===== src/rtl/prq_pkg.sv =====
// Shared types, constants and helpers for the priority ready-queue scheduler.
package prq_pkg;

    // Queue and field sizes; the result's queue_count field is five bits wide.
    localparam int QUEUE_DEPTH     = 16;
    localparam int PRIORITY_LEVELS = 64;
    localparam int ID_W            = 8;
    localparam int PRIO_W          = 6;
    localparam int KIND_W          = 3;
    localparam int SLICE_W         = 8;
    localparam int CNT_W           = $clog2(QUEUE_DEPTH + 1);
    localparam int IDX_W           = $clog2(QUEUE_DEPTH);

    localparam logic [SLICE_W-1:0] SLICE_RESET = SLICE_W'(4);
    localparam logic [PRIO_W-1:0]  PRIO_MAX    = PRIO_W'(PRIORITY_LEVELS - 1);

    // Event codes carried in the kind field.
    localparam logic [KIND_W-1:0] KIND_TICK     = KIND_W'(0);
    localparam logic [KIND_W-1:0] KIND_CREATE   = KIND_W'(1);
    localparam logic [KIND_W-1:0] KIND_WAKE     = KIND_W'(2);
    localparam logic [KIND_W-1:0] KIND_YIELD    = KIND_W'(3);
    localparam logic [KIND_W-1:0] KIND_BLOCK    = KIND_W'(4);
    localparam logic [KIND_W-1:0] KIND_EXIT     = KIND_W'(5);
    localparam logic [KIND_W-1:0] KIND_SET_PRIO = KIND_W'(6);

    // One input transaction.
    typedef struct packed {
        logic [KIND_W-1:0] kind;
        logic [ID_W-1:0]   task_id;
        logic [PRIO_W-1:0] priority_req;
    } cmd_t;

    // One result transaction.
    typedef struct packed {
        logic [ID_W-1:0]   running_id;
        logic [PRIO_W-1:0] running_priority;
        logic              running_is_idle;
        logic              switched;
        logic              queue_full;
        logic [CNT_W-1:0]  queue_count;
    } result_t;

    // Operations of the ready-queue unit.
    typedef enum logic {
        Q_INSERT,
        Q_POP
    } q_op_t;

    // Request from the sequencer to the ready-queue unit.
    typedef struct packed {
        logic              valid;
        q_op_t             op;
        logic [ID_W-1:0]   id;
        logic [PRIO_W-1:0] prio;
    } q_req_t;

    // Status from the ready-queue unit back to the sequencer.
    typedef struct packed {
        logic              busy;
        logic              done;
        logic              full;
        logic [CNT_W-1:0]  count;
        logic [ID_W-1:0]   head_id;
        logic [PRIO_W-1:0] head_prio;
    } q_stat_t;

    // Scheduler sequencer states.
    typedef enum logic [2:0] {
        S_IDLE,
        S_EVENT,
        S_INS_WAIT,
        S_CHECK,
        S_YIELD,
        S_RUN_NEXT,
        S_POP_WAIT,
        S_REQ_WAIT
    } sched_state_t;

    // Saturate a requested priority to the top level.
    function automatic logic [PRIO_W-1:0] clamp_prio(input logic [PRIO_W-1:0] p);
        logic [PRIO_W-1:0] v;
        v = p;
        if (v > PRIO_MAX)
        begin
            v = PRIO_MAX;
        end
        return v;
    endfunction

endpackage


===== src/rtl/prq_queue.sv =====
// Ready queue kept sorted by descending priority, walked one entry per cycle.
module prq_queue (
    input  logic            clk,
    input  logic            rst_n,
    input  prq_pkg::q_req_t req,
    output prq_pkg::q_stat_t stat
);

    logic [prq_pkg::ID_W-1:0]   ids_reg   [prq_pkg::QUEUE_DEPTH];
    logic [prq_pkg::PRIO_W-1:0] prios_reg [prq_pkg::QUEUE_DEPTH];

    logic [prq_pkg::CNT_W-1:0]  count_reg, count_next;
    logic [prq_pkg::CNT_W-1:0]  k_reg, k_next;
    logic                       busy_reg, busy_next;
    logic                       done_reg, done_next;
    logic                       full_reg, full_next;
    prq_pkg::q_op_t             op_reg, op_next;
    logic [prq_pkg::ID_W-1:0]   new_id_reg, new_id_next;
    logic [prq_pkg::PRIO_W-1:0] new_prio_reg, new_prio_next;

    logic [prq_pkg::IDX_W-1:0]  k_idx;
    logic [prq_pkg::IDX_W-1:0]  rd_idx;
    logic [prq_pkg::ID_W-1:0]   rd_id;
    logic [prq_pkg::PRIO_W-1:0] rd_prio;
    logic                       wr_en;
    logic [prq_pkg::IDX_W-1:0]  wr_idx;
    logic [prq_pkg::ID_W-1:0]   wr_id;
    logic [prq_pkg::PRIO_W-1:0] wr_prio;

    // The walk pointer never reaches the depth while it addresses an entry.
    assign k_idx = k_reg[prq_pkg::IDX_W-1:0];

    // Single read port: the entry below the pointer for inserts, at it for pops.
    assign rd_idx  = (op_reg == prq_pkg::Q_INSERT) ? (k_idx - 1'b1) : k_idx;
    assign rd_id   = ids_reg[rd_idx];
    assign rd_prio = prios_reg[rd_idx];

    // Walk sequencer with one shared compare per cycle.
    always_comb
    begin
        count_next    = count_reg;
        k_next        = k_reg;
        busy_next     = busy_reg;
        done_next     = 1'b0;
        full_next     = 1'b0;
        op_next       = op_reg;
        new_id_next   = new_id_reg;
        new_prio_next = new_prio_reg;
        wr_en         = 1'b0;
        wr_idx        = k_idx;
        wr_id         = new_id_reg;
        wr_prio       = new_prio_reg;

        if (!busy_reg)
        begin
            if (req.valid)
            begin
                unique case (req.op)
                    prq_pkg::Q_INSERT:
                    begin
                        if (count_reg == prq_pkg::CNT_W'(prq_pkg::QUEUE_DEPTH))
                        begin
                            done_next = 1'b1;
                            full_next = 1'b1;
                        end
                        else
                        begin
                            busy_next     = 1'b1;
                            op_next       = prq_pkg::Q_INSERT;
                            k_next        = count_reg;
                            new_id_next   = req.id;
                            new_prio_next = req.prio;
                        end
                    end
                    prq_pkg::Q_POP:
                    begin
                        busy_next = 1'b1;
                        op_next   = prq_pkg::Q_POP;
                        k_next    = prq_pkg::CNT_W'(1);
                    end
                    default:
                    begin
                        busy_next = 1'b0;
                    end
                endcase
            end
        end
        else
        begin
            unique case (op_reg)
                prq_pkg::Q_INSERT:
                begin
                    // Move lower-priority entries up until the slot is found.
                    if (k_reg != '0 && rd_prio < new_prio_reg)
                    begin
                        wr_en   = 1'b1;
                        wr_idx  = k_idx;
                        wr_id   = rd_id;
                        wr_prio = rd_prio;
                        k_next  = k_reg - 1'b1;
                    end
                    else
                    begin
                        wr_en      = 1'b1;
                        wr_idx     = k_idx;
                        count_next = count_reg + 1'b1;
                        busy_next  = 1'b0;
                        done_next  = 1'b1;
                    end
                end
                prq_pkg::Q_POP:
                begin
                    // Shift every entry one place toward the head.
                    if (k_reg < count_reg)
                    begin
                        wr_en   = 1'b1;
                        wr_idx  = k_idx - 1'b1;
                        wr_id   = rd_id;
                        wr_prio = rd_prio;
                        k_next  = k_reg + 1'b1;
                    end
                    else
                    begin
                        count_next = count_reg - 1'b1;
                        busy_next  = 1'b0;
                        done_next  = 1'b1;
                    end
                end
                default:
                begin
                    busy_next = 1'b0;
                end
            endcase
        end
    end

    // Control registers.
    always_ff @(posedge clk or negedge rst_n)
    begin
        if (!rst_n)
        begin
            count_reg <= '0;
            busy_reg  <= 1'b0;
            done_reg  <= 1'b0;
            full_reg  <= 1'b0;
            op_reg    <= prq_pkg::Q_INSERT;
            k_reg     <= '0;
        end
        else
        begin
            count_reg <= count_next;
            busy_reg  <= busy_next;
            done_reg  <= done_next;
            full_reg  <= full_next;
            op_reg    <= op_next;
            k_reg     <= k_next;
        end
    end

    // Payload registers and queue entries.
    always_ff @(posedge clk)
    begin
        new_id_reg   <= new_id_next;
        new_prio_reg <= new_prio_next;
        if (wr_en)
        begin
            ids_reg[wr_idx]   <= wr_id;
            prios_reg[wr_idx] <= wr_prio;
        end
    end

    // Status toward the sequencer; the head is always entry zero.
    always_comb
    begin
        stat.busy      = busy_reg;
        stat.done      = done_reg;
        stat.full      = full_reg;
        stat.count     = count_reg;
        stat.head_id   = ids_reg[0];
        stat.head_prio = prios_reg[0];
    end

endmodule


===== src/rtl/priority_ready_queue_scheduler_core.sv =====
// Top level of the priority ready-queue scheduler: event sequencer and running task.
//
// A transaction is taken when start is high and busy is low; its result appears on
// result for exactly one cycle with result_valid, and busy drops in that same cycle.
// The receiver cannot hold a result off, so it must take it in that cycle. An unused
// event code, an ignored set-priority and a tick that forces no yield report straight
// from the event state; a set-priority that changes the running priority without
// preemption and a block or exit on an empty queue report from the check or run-next
// state, without the queue. Inserts and pops go through the ready-queue unit, which
// moves one of the 16 entries per cycle through a single priority compare, so a wake,
// a create, a block or exit and a yield that requeues the running task take longer the
// more entries they walk; a wake into a full queue is refused by the unit at once. The
// longest event is a create that preempts the running task with 15 entries already
// queued. The slice length register is written with cfg_we and cfg_wdata; the user
// must write it only while busy is low, as the block itself does not enforce this.
module priority_ready_queue_scheduler_core (
    input  logic                         clk,
    input  logic                         rst_n,
    input  logic                         start,
    output logic                         busy,
    input  prq_pkg::cmd_t                cmd,
    output logic                         result_valid,
    output prq_pkg::result_t             result,
    input  logic                         cfg_we,
    input  logic [prq_pkg::SLICE_W-1:0]  cfg_wdata
);

    prq_pkg::sched_state_t state_reg, state_next;

    logic [prq_pkg::KIND_W-1:0]  kind_reg, kind_next;
    logic [prq_pkg::ID_W-1:0]    id_reg, id_next;
    logic [prq_pkg::PRIO_W-1:0]  prio_reg, prio_next;
    logic [prq_pkg::ID_W-1:0]    cur_id_reg, cur_id_next;
    logic [prq_pkg::PRIO_W-1:0]  cur_prio_reg, cur_prio_next;
    logic                        cur_idle_reg, cur_idle_next;
    logic [prq_pkg::SLICE_W-1:0] slice_reg, slice_next;
    logic [prq_pkg::SLICE_W-1:0] slice_limit_reg;
    logic [prq_pkg::ID_W-1:0]    swap_id_reg, swap_id_next;
    logic [prq_pkg::PRIO_W-1:0]  swap_prio_reg, swap_prio_next;
    logic                        requeue_reg, requeue_next;
    logic                        switched_reg, switched_next;
    logic                        full_reg, full_next;
    prq_pkg::result_t            result_reg, result_next;
    logic                        result_valid_reg, result_valid_next;
    logic                        report;

    prq_pkg::q_req_t             q_req;
    prq_pkg::q_stat_t            q_stat;

    logic [prq_pkg::SLICE_W-1:0] slice_inc;
    logic [prq_pkg::PRIO_W-1:0]  run_prio;
    logic                        head_beats;

    // Ready-queue unit.
    prq_queue u_queue (
        .clk   (clk),
        .rst_n (rst_n),
        .req   (q_req),
        .stat  (q_stat)
    );

    // Saturating slice count and the preemption test against the running task.
    assign slice_inc  = (slice_reg == '1) ? slice_reg : (slice_reg + 1'b1);
    assign run_prio   = cur_idle_reg ? '0 : cur_prio_reg;
    assign head_beats = (q_stat.count != '0) && (q_stat.head_prio > run_prio);

    // Next state and outputs of the event sequencer.
    always_comb
    begin
        state_next        = state_reg;
        kind_next         = kind_reg;
        id_next           = id_reg;
        prio_next         = prio_reg;
        cur_id_next       = cur_id_reg;
        cur_prio_next     = cur_prio_reg;
        cur_idle_next     = cur_idle_reg;
        slice_next        = slice_reg;
        swap_id_next      = swap_id_reg;
        swap_prio_next    = swap_prio_reg;
        requeue_next      = requeue_reg;
        switched_next     = switched_reg;
        full_next         = full_reg;
        report            = 1'b0;
        q_req.valid       = 1'b0;
        q_req.op          = prq_pkg::Q_INSERT;
        q_req.id          = id_reg;
        q_req.prio        = prio_reg;

        unique case (state_reg)
            prq_pkg::S_IDLE:
            begin
                if (start)
                begin
                    kind_next     = cmd.kind;
                    id_next       = cmd.task_id;
                    prio_next     = prq_pkg::clamp_prio(cmd.priority_req);
                    switched_next = 1'b0;
                    full_next     = 1'b0;
                    state_next    = prq_pkg::S_EVENT;
                end
            end

            prq_pkg::S_EVENT:
            begin
                unique case (kind_reg)
                    prq_pkg::KIND_TICK:
                    begin
                        slice_next = slice_inc;
                        if (slice_inc >= slice_limit_reg)
                        begin
                            state_next = prq_pkg::S_YIELD;
                        end
                        else
                        begin
                            report     = 1'b1;
                            state_next = prq_pkg::S_IDLE;
                        end
                    end
                    prq_pkg::KIND_CREATE,
                    prq_pkg::KIND_WAKE:
                    begin
                        q_req.valid = 1'b1;
                        state_next  = prq_pkg::S_INS_WAIT;
                    end
                    prq_pkg::KIND_YIELD:
                    begin
                        state_next = prq_pkg::S_YIELD;
                    end
                    prq_pkg::KIND_BLOCK,
                    prq_pkg::KIND_EXIT:
                    begin
                        state_next = prq_pkg::S_RUN_NEXT;
                    end
                    prq_pkg::KIND_SET_PRIO:
                    begin
                        if (!cur_idle_reg && prio_reg != cur_prio_reg)
                        begin
                            cur_prio_next = prio_reg;
                            state_next    = prq_pkg::S_CHECK;
                        end
                        else
                        begin
                            report     = 1'b1;
                            state_next = prq_pkg::S_IDLE;
                        end
                    end
                    default:
                    begin
                        report     = 1'b1;
                        state_next = prq_pkg::S_IDLE;
                    end
                endcase
            end

            prq_pkg::S_INS_WAIT:
            begin
                if (q_stat.done)
                begin
                    full_next = q_stat.full;
                    if (kind_reg == prq_pkg::KIND_CREATE)
                    begin
                        state_next = prq_pkg::S_CHECK;
                    end
                    else
                    begin
                        report     = 1'b1;
                        state_next = prq_pkg::S_IDLE;
                    end
                end
            end

            prq_pkg::S_CHECK:
            begin
                if (head_beats)
                begin
                    state_next = prq_pkg::S_YIELD;
                end
                else
                begin
                    report     = 1'b1;
                    state_next = prq_pkg::S_IDLE;
                end
            end

            prq_pkg::S_YIELD:
            begin
                // The running task steps aside only for a head of equal or higher rank.
                switched_next = 1'b1;
                if (cur_idle_reg)
                begin
                    state_next = prq_pkg::S_RUN_NEXT;
                end
                else
                begin
                    slice_next = '0;
                    if (q_stat.count == '0 || q_stat.head_prio < cur_prio_reg)
                    begin
                        report     = 1'b1;
                        state_next = prq_pkg::S_IDLE;
                    end
                    else
                    begin
                        swap_id_next   = cur_id_reg;
                        swap_prio_next = cur_prio_reg;
                        cur_id_next    = q_stat.head_id;
                        cur_prio_next  = q_stat.head_prio;
                        requeue_next   = 1'b1;
                        q_req.valid    = 1'b1;
                        q_req.op       = prq_pkg::Q_POP;
                        state_next     = prq_pkg::S_POP_WAIT;
                    end
                end
            end

            prq_pkg::S_RUN_NEXT:
            begin
                // The head takes over, or the processor goes idle.
                switched_next = 1'b1;
                slice_next    = '0;
                if (q_stat.count != '0)
                begin
                    cur_id_next   = q_stat.head_id;
                    cur_prio_next = q_stat.head_prio;
                    cur_idle_next = 1'b0;
                    requeue_next  = 1'b0;
                    q_req.valid   = 1'b1;
                    q_req.op      = prq_pkg::Q_POP;
                    state_next    = prq_pkg::S_POP_WAIT;
                end
                else
                begin
                    cur_id_next   = '0;
                    cur_prio_next = '0;
                    cur_idle_next = 1'b1;
                    report        = 1'b1;
                    state_next    = prq_pkg::S_IDLE;
                end
            end

            prq_pkg::S_POP_WAIT:
            begin
                if (q_stat.done)
                begin
                    if (requeue_reg)
                    begin
                        q_req.valid = 1'b1;
                        q_req.op    = prq_pkg::Q_INSERT;
                        q_req.id    = swap_id_reg;
                        q_req.prio  = swap_prio_reg;
                        state_next  = prq_pkg::S_REQ_WAIT;
                    end
                    else
                    begin
                        report     = 1'b1;
                        state_next = prq_pkg::S_IDLE;
                    end
                end
            end

            prq_pkg::S_REQ_WAIT:
            begin
                if (q_stat.done)
                begin
                    report     = 1'b1;
                    state_next = prq_pkg::S_IDLE;
                end
            end

            default:
            begin
                state_next = prq_pkg::S_IDLE;
            end
        endcase
    end

    // Result transaction built from the state that the event leaves behind.
    always_comb
    begin
        result_valid_next = report;
        result_next       = result_reg;
        if (report)
        begin
            result_next.running_id       = cur_idle_next ? '0 : cur_id_next;
            result_next.running_priority = cur_idle_next ? '0 : cur_prio_next;
            result_next.running_is_idle  = cur_idle_next;
            result_next.switched         = switched_next;
            result_next.queue_full       = full_next;
            result_next.queue_count      = q_stat.count;
        end
    end

    // Sequencer and scheduler state registers.
    always_ff @(posedge clk or negedge rst_n)
    begin
        if (!rst_n)
        begin
            state_reg        <= prq_pkg::S_IDLE;
            cur_id_reg       <= '0;
            cur_prio_reg     <= '0;
            cur_idle_reg     <= 1'b1;
            slice_reg        <= '0;
            requeue_reg      <= 1'b0;
            switched_reg     <= 1'b0;
            full_reg         <= 1'b0;
            result_valid_reg <= 1'b0;
        end
        else
        begin
            state_reg        <= state_next;
            cur_id_reg       <= cur_id_next;
            cur_prio_reg     <= cur_prio_next;
            cur_idle_reg     <= cur_idle_next;
            slice_reg        <= slice_next;
            requeue_reg      <= requeue_next;
            switched_reg     <= switched_next;
            full_reg         <= full_next;
            result_valid_reg <= result_valid_next;
        end
    end

    // Slice length configuration register.
    always_ff @(posedge clk or negedge rst_n)
    begin
        if (!rst_n)
        begin
            slice_limit_reg <= prq_pkg::SLICE_RESET;
        end
        else if (cfg_we)
        begin
            slice_limit_reg <= cfg_wdata;
        end
    end

    // Payload registers.
    always_ff @(posedge clk)
    begin
        kind_reg      <= kind_next;
        id_reg        <= id_next;
        prio_reg      <= prio_next;
        swap_id_reg   <= swap_id_next;
        swap_prio_reg <= swap_prio_next;
        result_reg    <= result_next;
    end

    assign busy         = (state_reg != prq_pkg::S_IDLE);
    assign result_valid = result_valid_reg;
    assign result       = result_reg;

endmodule


===== config.mk =====
export PLATFORM = sky130hd
export DESIGN_NAME = priority_ready_queue_scheduler_core
export DESIGN_NICKNAME = d
export VERILOG_FILES = /design/src/rtl/prq_pkg.sv /design/src/rtl/prq_queue.sv /design/src/rtl/priority_ready_queue_scheduler_core.sv
export SDC_FILE = /design/constraint.sdc
export NUM_CORES = 1
export LEC_CHECK = 0
export BUFFER_PORTS_ARGS = -buffer_cell sky130_fd_sc_hd__buf_2
export CAP_MARGIN = 20
export CORE_UTILIZATION = 35
export CTS_BUF_LIST = sky130_fd_sc_hd__clkbuf_8
export CTS_CLUSTER_DIAMETER = 60
export CTS_CLUSTER_SIZE = 20
export DETAILED_ROUTE_END_ITERATION = 16
export RECOVER_POWER = 25
export SYNTH_ARGS = -nofsm -noshare
export SYNTH_HDL_FRONTEND = slang
export SYNTH_SLANG_ARGS = --single-unit

===== constraint.sdc =====
create_clock -name clk -period 4.5 [get_ports clk]
set_clock_uncertainty 0.05 [all_clocks]
set_input_delay 0.225 -clock clk [delete_from_list [all_inputs] [get_ports clk]]
set_output_delay 0.225 -clock clk [all_outputs]
set_load 0.01 [all_outputs]

# --- Yosys cells after proc, flatten, opt, wreduce, memory -nomap -nowiden ---
# Memories as Yosys holds them, arrays and structs flattened.
# Index checks and enable logic that the tools add are counted.
totals:
  regBits: 119
  ram_bits: 224
  out_inout_bits: 24
  word_cells: 210
  mem_count: 2
op_classes:
  addsub: 6
  magnitude_cmp: 6
  n_eq_ne: 30
  n_mux: 104
  bitwise: 6
  reduce_logical: 27
memory_table:
  columns: ["name", "depth", "word_bits", "rd", "rd_clocked_by_memory_dff", "wr", "line", "text"]
  rows:
  - ["u_queue.ids_reg", 16, 8, 2, 0, 1, "prq_queue.sv:9", "logic [prq_pkg::ID_W-1:0] ids_reg [prq_pkg::QUEUE_DEPTH];"]
  - ["u_queue.prios_reg", 16, 6, 2, 0, 1, "prq_queue.sv:10", "logic [prq_pkg::PRIO_W-1:0] prios_reg [prq_pkg::QUEUE_DEPTH];"]
ops:
  columns: ["cell", "count"]
  rows:
  - ["8-bit 2-to-1 mux", 9]
  - ["6-bit 2-to-1 mux", 9]
  - ["1-bit 2-to-1 mux", 35]
  - ["5-bit 2-to-1 mux", 7]
  - ["16-bit 2-to-1 mux", 2]
  - ["8-bit case mux with 2 select lines", 2]
  - ["3-bit 2-to-1 mux", 10]
  - ["5-bit case mux with 2 select lines", 3]
  - ["3-bit case mux with 8 select lines", 1]
  - ["8-bit case mux with 3 select lines", 1]
  - ["3-bit == test, second input constant", 7]
  - ["6-bit case mux with 3 select lines", 1]
  - ["1-bit case mux with 2 select lines", 8]
  - ["4-bit AND reduction", 4]
  - ["3-bit case mux with 5 select lines", 1]
  - ["14-bit 2-to-1 mux", 1]
  - ["2-bit inequality test, second input constant", 7]
  - ["3-bit by 2-bit == test with 1-bit output, second input constant", 4]
  - ["6-bit < comparator", 2]
  - ["4-bit 2-to-1 mux", 3]
  - ["6-bit case mux with 2 select lines", 1]
  - ["3-bit AND reduction", 4]
  - ["5-bit by 1-bit adder with 5-bit output, second input constant", 2]
  - ["2-bit 2-to-1 mux", 5]
  - ["other kinds (30)", 50]

# --- Depth between registers and ports, before layout ---
# Gate-level depths: netlist (run 1).
# An unclocked memory read counts as a cell.
logic_depth:
  ltp_word: 10
  ltp_mapped: 19
  ltp_nobuf: 16

# --- Hierarchy ---
# From an unflattened synthesis (run 1), not the netlist that was laid out.
unflattened:
  hier_cells: 1049
  hier_area_um2: 15616.2
by_module_without_submodules:
  columns: ["mod", "n_inst", "cells_each", "area_per_inst_um2", "seq_area_each_um2"]
  rows:
  - ["prq_queue", 1, 613, 10898.0, 7497.2]
  - ["priority_ready_queue_scheduler_core", 1, 436, 4718.3, 2544.9]

# --- Least setup slack after synthesis (run 1) ---
# OpenSTA, ideal clock, no wires.
synth_timing:
  path_type: "register to register"
  start: "reg u_queue.k_reg[0] (netlist bit)"
  end: "mem u_queue.prios_reg[0][3] (netlist bit), data pin"
  setup_time_ps: 285
  arrival_ps: 4461
  setup_slack_ps: -296
  path_stages_with_launch: 18
  path_buffers: 4
  period_less_slack_ps: 4796
  cell_sequence: "dfrtp_1 > buf_6 > buf_2 > inv_1 > ha_1 > nand2_1 > nand2_1 > clkbuf_1 > mux4_2 > mux2i_1 > mux2i_1 > ha_1 > a211oi_1 > o211ai_1 > or3b_2 > o31ai_4 > buf_6 > mux2_2"
synth_via:
  elab_chain_cells: 8
synth_lines:
  columns: ["element", "line", "text"]
  rows:
  - ["start: declaration", "prq_queue.sv:13", "logic [prq_pkg::CNT_W-1:0] k_reg, k_next;"]
  - ["start signal: assignment", "prq_queue.sv:156", "k_reg <= k_next;"]
  - ["4-bit by 1-bit subtractor with 4-bit output", "prq_queue.sv:34", "assign rd_idx = (op_reg == prq_pkg::Q_INSERT) ? (k_idx - 1'b1) : k_idx;"]
  - ["4-bit 2-to-1 mux", "prq_queue.sv:34", null]
  - ["memory 16 x 6 bit", null, null]
  - ["6-bit < comparator", "prq_queue.sv:94", "if (k_reg != '0 && rd_prio < new_prio_reg)"]
  - ["1-bit logical AND", "prq_queue.sv:94", null]
  - ["6-bit 2-to-1 mux", "prq_queue.sv:94", null]
  - ["6-bit case mux with 2 select lines *", "prq_queue.sv:90", "unique case (op_reg)"]
  - ["6-bit 2-to-1 mux *", "prq_queue.sv:54", "if (!busy_reg)"]
  - ["via u_queue.wr_prio (one bit)", "prq_queue.sv:28", "logic [prq_pkg::PRIO_W-1:0] wr_prio;"]
  - ["end: declaration", "prq_queue.sv:10", null]
# The timed path passes the listed nets; every way through them passes the cells marked *.

# --- Worst setup path after layout (run 1) ---
layout_timing:
  start: "reg u_queue.k_reg[0] (netlist bit)"
  end: "mem u_queue.ids_reg[11][1] (netlist bit), data pin"
layout_via:
  elab_chain_cells: 8
layout_lines:
  columns: ["element", "line", "text"]
  rows:
  - ["4-bit by 1-bit subtractor with 4-bit output", "prq_queue.sv:34", null]
  - ["4-bit 2-to-1 mux", "prq_queue.sv:34", null]
  - ["memory 16 x 6 bit", null, null]
  - ["6-bit < comparator", "prq_queue.sv:94", null]
  - ["1-bit logical AND", "prq_queue.sv:94", null]
  - ["8-bit 2-to-1 mux", "prq_queue.sv:94", null]
  - ["8-bit case mux with 2 select lines *", "prq_queue.sv:90", null]
  - ["8-bit 2-to-1 mux *", "prq_queue.sv:54", null]
  - ["via u_queue.wr_id (one bit)", "prq_queue.sv:27", "logic [prq_pkg::ID_W-1:0] wr_id;"]
  - ["end: declaration", "prq_queue.sv:9", null]
# Marked as above.

==> run metrics, run 1 <==
outcome complete, but fails checks; violated checks max-capacitance violations, max-slew violations; flop2flop setup slack 0.19 ns; Pre-antenna DRT Iters 5; IO buf count 52; reg2reg end u_queue.ids_reg[11][1]; fillers 3937; Root Buffer clkbuf_8; starting density of the core 0.356; Vias 8977; TritonCTS clock tree built; clk_lat worst skew 0.61 ns; Critical Path RT 4.79 ns; CTS buffer count 24; CP Max Fanout 16; most used cell, CP mux2i_1; WL final 35300 um; largest net degree at the start of global routing 37; placed cell area 16700 um2; fmax 0.232 GHz; pre-CTS setup slack 0.0132 ns; CP arrival 4.60 ns; num ports 53; H-tree depth 1; Design Area, Final 17600 um2; register clock-pin slew on the reported worst setup and hold paths 0.11 ns; Tot GR Track Use 0.158; Final Util 0.408; Synthesis Warnings 0; Max transition margin -0.387; ranking of synthesized cells by area edfxtp_1 (57%), dfrtp_1 (8.1%), mux4_2 (7.8%), mux2i_1 (3.7%), ha_1 (3.0%); Slew @ Worst Pin 2.08 ns; synthesized area 15400 um2; Yosys reg bits 343; max reg flops 128; clock sinks 343; Post-Synthesis Cells 995; Hold Path Class primary input to flip-flop; commonest non-fill, non-tap cells in the layout edfxtp_1 (291), mux2i_1 (56), nor2_1 (53), mux4_2 (53), buf_4 (52); Setup WS post-layout 0.192 ns; r2r startpoint u_queue.k_reg[0]; EDFF count, synth 291; Vias/cell 5.19; antenna-violating nets left 0; Cell Pwr Density 744 nW/um2; most common cell after layout, fill and taps aside edfxtp_1; area leader, netlist edfxtp_1; DRT met1 WL 15000 um; HPWL after DPL 22500 um; top-area cell type share of the netlist area 0.569; DR iter-0 viols 659; Worst R2R Path Depth 15; CP Class flip-flop to flip-flop; GP Congestion 0.826; ant diodes 0; top layer in use met4; RSZ-0062 raised after global routing false; Worst VDD drop 0.320 mV; Die X 211 um; Syn Nets 1063; WL met3 1710 um; final setup violation count 0; first-pass GRT wire length 53700 um; worst hold start start; Site Rows 76; Most used DFF post-synth edfxtp_1; Post-synth ARST share 0.152; number of global-route vias before repair 9075; area grow syn2layout 14.7%; Hold Crit Depth 4; Setup TNS 0 ns; Crit-path slowest cell or3b_2; hold path endpoint state_reg[0]; Critical Path Max Stage Delay 0.55 ns; share of layout cells above drive strength 1 0.190; die area 44700 um2; total core area 43200 um2; die height 211 um; Final Hold Viols 0; initial antenna violation count 0; critical-path cell list inv_1, ha_4, nand2_2, nand2_4, buf_4, mux4_2, mux2i_1, mux2i_1, ha_1, a211oi_1, o211ai_1, or3b_2, o31ai_4, clkbuf_16, mux2_4; Slew Limit Fails 37; Met2 Routed Length 18000 um; DR WL/cell 20.4 um; Distinct cells, synth 66; MaxCap Viol Count 1; final worst-path cycle share 0.957; DR DRC count 0; mean area per synthesized cell 15.4 um2; Seq/Total Area, Yosys 0.654; CP Launch Type flip-flop; Pleak 0.00621 uW; clock buffer depth 3; Layout Nets 1199; min Tclk post-route 4.31 ns; type of destination of the critical path flip-flop; Remaining Overflow, GRT 0
[power by group]
group          internal [uW]  leakage, uW  switching, uW
sequential              4730      0.00326            397
combinational           2870      0.00270           3470
clock                    610     0.000252           1020
total                   8210      0.00621           4890
[routing by layer]
metal | GRT usage | up-vias
met1 | 0.206 | 4590
met3 | 0.0171 | 41
li1 | - | 4137
met5 | 0 | -
met4 | 0.0357 | 0
met2 | 0.283 | 209
[final cells by class]
class	count	area, um2	area share
multi-input cells	574	5090	0.289
repair buffers	154	1130	0.0644
well taps	585	732	0.0416
clock buffers	25	344	0.0195
inverters	34	128	0.00725
clock inverters	16	140	0.00796
flip-flops and latches	343	10000	0.570
[synth_stat cells (7+ instances only)]
library cell    n
ha_1           37
edfxtp_1      291
a21oi_1        34
mux4_2         53
nand2_1        53
clkbuf_1       28
o21a_1          9
mux2i_1        56
nor4_1          7
nor3_1         19
nor2b_1        20
a2111oi_0       7
buf_2          10
dfrtp_1        50
nand3_1         8
a21o_1          7
and3_1          7
a22o_1         11
nand2b_1       10
xnor2_1        15
mux2_2         31
nor2_1         53
a22oi_1        17
inv_1          32
o21ai_0        49
[how the worst max path moves through the flow]
stage | from | slack (ns) | to
after floorplan | u_queue.k_reg[0] | 0.001 | u_queue.prios_reg[0][3]
final | u_queue.k_reg[0] | 0.19 | u_queue.ids_reg[11][1]
after global routing | u_queue.k_reg[0] | 0.005 | u_queue.prios_reg[4][5]
after detailed placement | u_queue.k_reg[0] | 0.01 | u_queue.prios_reg[12][4]
after CTS | u_queue.k_reg[0] | 0.004 | u_queue.prios_reg[0][3]
after global placement | u_queue.k_reg[0] | 0.13 | u_queue.prios_reg[8][5]
[worst max-delay path: cells and delay by family (launching register included)]
family | cells | cell delay, ns
buffers and inverters | 3 | 0.60
muxes | 4 | 0.97
adders and majority gates | 2 | 0.49
DFF | 1 | 0.41
AOI/OAI and AO/OA | 3 | 0.71
and+or+nand+nor | 3 | 0.80
[what timing repair did]
action	CTS	global route
endpoints found under the hold margin	76	0
setup buffers	0	2
endpoints found under the setup margin	0	224
gates resized for setup	0	20
hold buffers	42	0
[cell families after synthesis]
kind of cell	Yosys count	synth area share
buf+inv	78	0.0211
compound gates	182	0.0813
flops	343	0.654
mux	140	0.137
simple gates	190	0.0598
xor+xnor	23	0.0141
fa+ha+maj	39	0.0328
[through the flow]
step | total power, uW | hold slack, ns | cells
floorplan | 9520 | -0.121 | 995
global placement | 11200 | 0.120 | 1645
detailed placement | 11300 | 0.124 | 1645
CTS | 13000 | 0.0106 | 1728
global route | 13900 | 0.0308 | 1731
finish | 13100 | 0.0441 | 1731
Power figures use the tool's default switching activity.
==> inputs of run 2 (changes only) <==
--- a/config.mk
+++ b/config.mk
@@ -5,8 +5,9 @@
 export SDC_FILE = /design/constraint.sdc
 export NUM_CORES = 1
 export LEC_CHECK = 0
-export BUFFER_PORTS_ARGS = -buffer_cell sky130_fd_sc_hd__buf_2
+export BUFFER_PORTS_ARGS = -buffer_cell sky130_fd_sc_hd__clkbuf_2
 export CAP_MARGIN = 20
+export CORE_MARGIN = 2
 export CORE_UTILIZATION = 35
 export CTS_BUF_LIST = sky130_fd_sc_hd__clkbuf_8
 export CTS_CLUSTER_DIAMETER = 60
==> run metrics, run 2 (synthesized netlist as in run 1, its figures left out) <==
outcome complete, but fails checks; violated checks max-capacitance violations, max-slew violations; Pre-antenna DRT Iters 5; Tot GR Track Use 0.158; Slew Limit Fails 40; flop2flop setup slack 0.15 ns; Cell Pwr Density 744 nW/um2; min Tclk post-route 4.35 ns; ant diodes 0; num ports 53; Final Hold Viols 0; crit path launch u_queue.k_reg[0]; CTS buffer count 27; r2r startpoint u_queue.k_reg[0]; area grow syn2layout 14.9%; buffers and inverters on the worst path 4; max reg flops 128; fmax 0.230 GHz; final worst-path cycle share 0.968; die area 45600 um2; DR iter-0 viols 746; Die X 213 um; die height 213 um; DR WL/cell 20.6 um; WL final 35700 um; starting density of the core 0.356; clock buffer depth 3; delay-heaviest family, CP multiplexers; Remaining Overflow, GRT 0; most common cell after layout, fill and taps aside edfxtp_1; total core area 43200 um2; total power 13100 uW; register clock-pin slew on the reported worst setup and hold paths 0.11 ns; CP Class flip-flop to flip-flop; Max transition margin -0.507; fillers 3965; share of layout cells above drive strength 1 0.194; RSZ-0062 raised after global routing true; Root Buffer clkbuf_8; Crit-path slowest cell or3b_2; Setup WS post-layout 0.145 ns; Layout Nets 1194; Critical Path Max Stage Delay 0.55 ns; H-tree depth 1; commonest non-fill, non-tap cells in the layout edfxtp_1 (291), mux2i_1 (56), nor2_1 (53), mux4_2 (53), nand2_1 (52); CP arrival 4.64 ns; largest net degree at the start of global routing 40; critical-path cell list inv_1, ha_4, nand2_1, nand2_4, buf_4, buf_4, mux4_2, mux2i_1, mux2i_1, ha_1, a21oi_1, o211ai_1, or3b_2, o31ai_4, buf_12, mux2_2; DR DRC count 0; GP Congestion 0.844; clk_lat worst skew 0.63 ns; antenna-violating nets left 0; MaxCap Viol Count 1; type of destination of the critical path flip-flop; CP Max Fanout 16; Hold Path Class primary input to asynchronous set/reset pin; HPWL after DPL 22600 um; Vias 9013; final setup violation count 0; TritonCTS clock tree built; Critical Path RT 4.79 ns; Vias/cell 5.20; Pleak 0.00622 uW; initial antenna violation count 0; pre-CTS setup slack -0.0373 ns; number of global-route vias before repair 9118; IO buf count 52; clock sinks 343; Site Rows 76; Worst VDD drop 0.352 mV; Slew @ Worst Pin 2.26 ns; CP Launch Type flip-flop; first-pass GRT wire length 54300 um
## run 2: metrics by stage
step                      hold WS, ns  utilization  std cells  TNS [ns]  area, um2
after detailed placement        0.107        0.383       1632     -5.85      16600
after floorplan                -0.121            -        995         0      15400
after global routing           0.0982        0.409       1732     -9.33      17600
after global placement          0.103        0.383       1632         0      16600
final                           0.107        0.409       1732         0      17600
after CTS                     0.00317        0.408       1725         0      17600
## run 2: path summary, 6_finish.rpt
kind,endpoint,depth (start not counted)
setup / recovery,u_queue.prios_reg[0][3],16
max in group asynchronous,requeue_reg,3
min in group clk,id_reg[1],2
hold reg to reg,swap_id_reg[7],0
hold / removal,slice_limit_reg[2],2
setup reg to reg,u_queue.prios_reg[0][3],16
## run 2: per-layer routing
layer / global-route usage / share of wire / vias up
met1: 0.214 / 0.45 / 4593
met3: 0.0198 / 0.045 / 53
li1: - / - / 4148
met5: 0 / 0 / -
met2: 0.268 / 0.48 / 219
met4: 0.0429 / 0.021 / 0
## run 2: where the power goes
| group | internal [uW] | switching, uW |
|---|---|---|
| sequential | 4730 | 392 |
| combinational | 2690 | 3410 |
| clock | 752 | 1140 |
| total | 8170 | 4950 |
## run 2: area by class of cell
| type | count | area, um2 | area share |
|---|---|---|---|
| tap | 585 | 732 | 0.0415 |
| timing repair buffer | 146 | 1070 | 0.0606 |
| inverter | 34 | 128 | 0.00724 |
| sequential | 343 | 10000 | 0.569 |
| clock inverter | 23 | 243 | 0.0138 |
| multi-input combinational | 574 | 5050 | 0.286 |
| clock buffer | 27 | 372 | 0.0211 |
## run 2: repair_timing
action | 4_1_cts | 5_1_grt
endpoints found under the setup margin | 224 | 224
endpoints found under the hold margin | 78 | 0
pin swaps | 0 | 2
gates resized for setup | 1 | 3
hold buffers | 43 | 0
buffers inserted | 0 | 7
cloned | 0 | 0
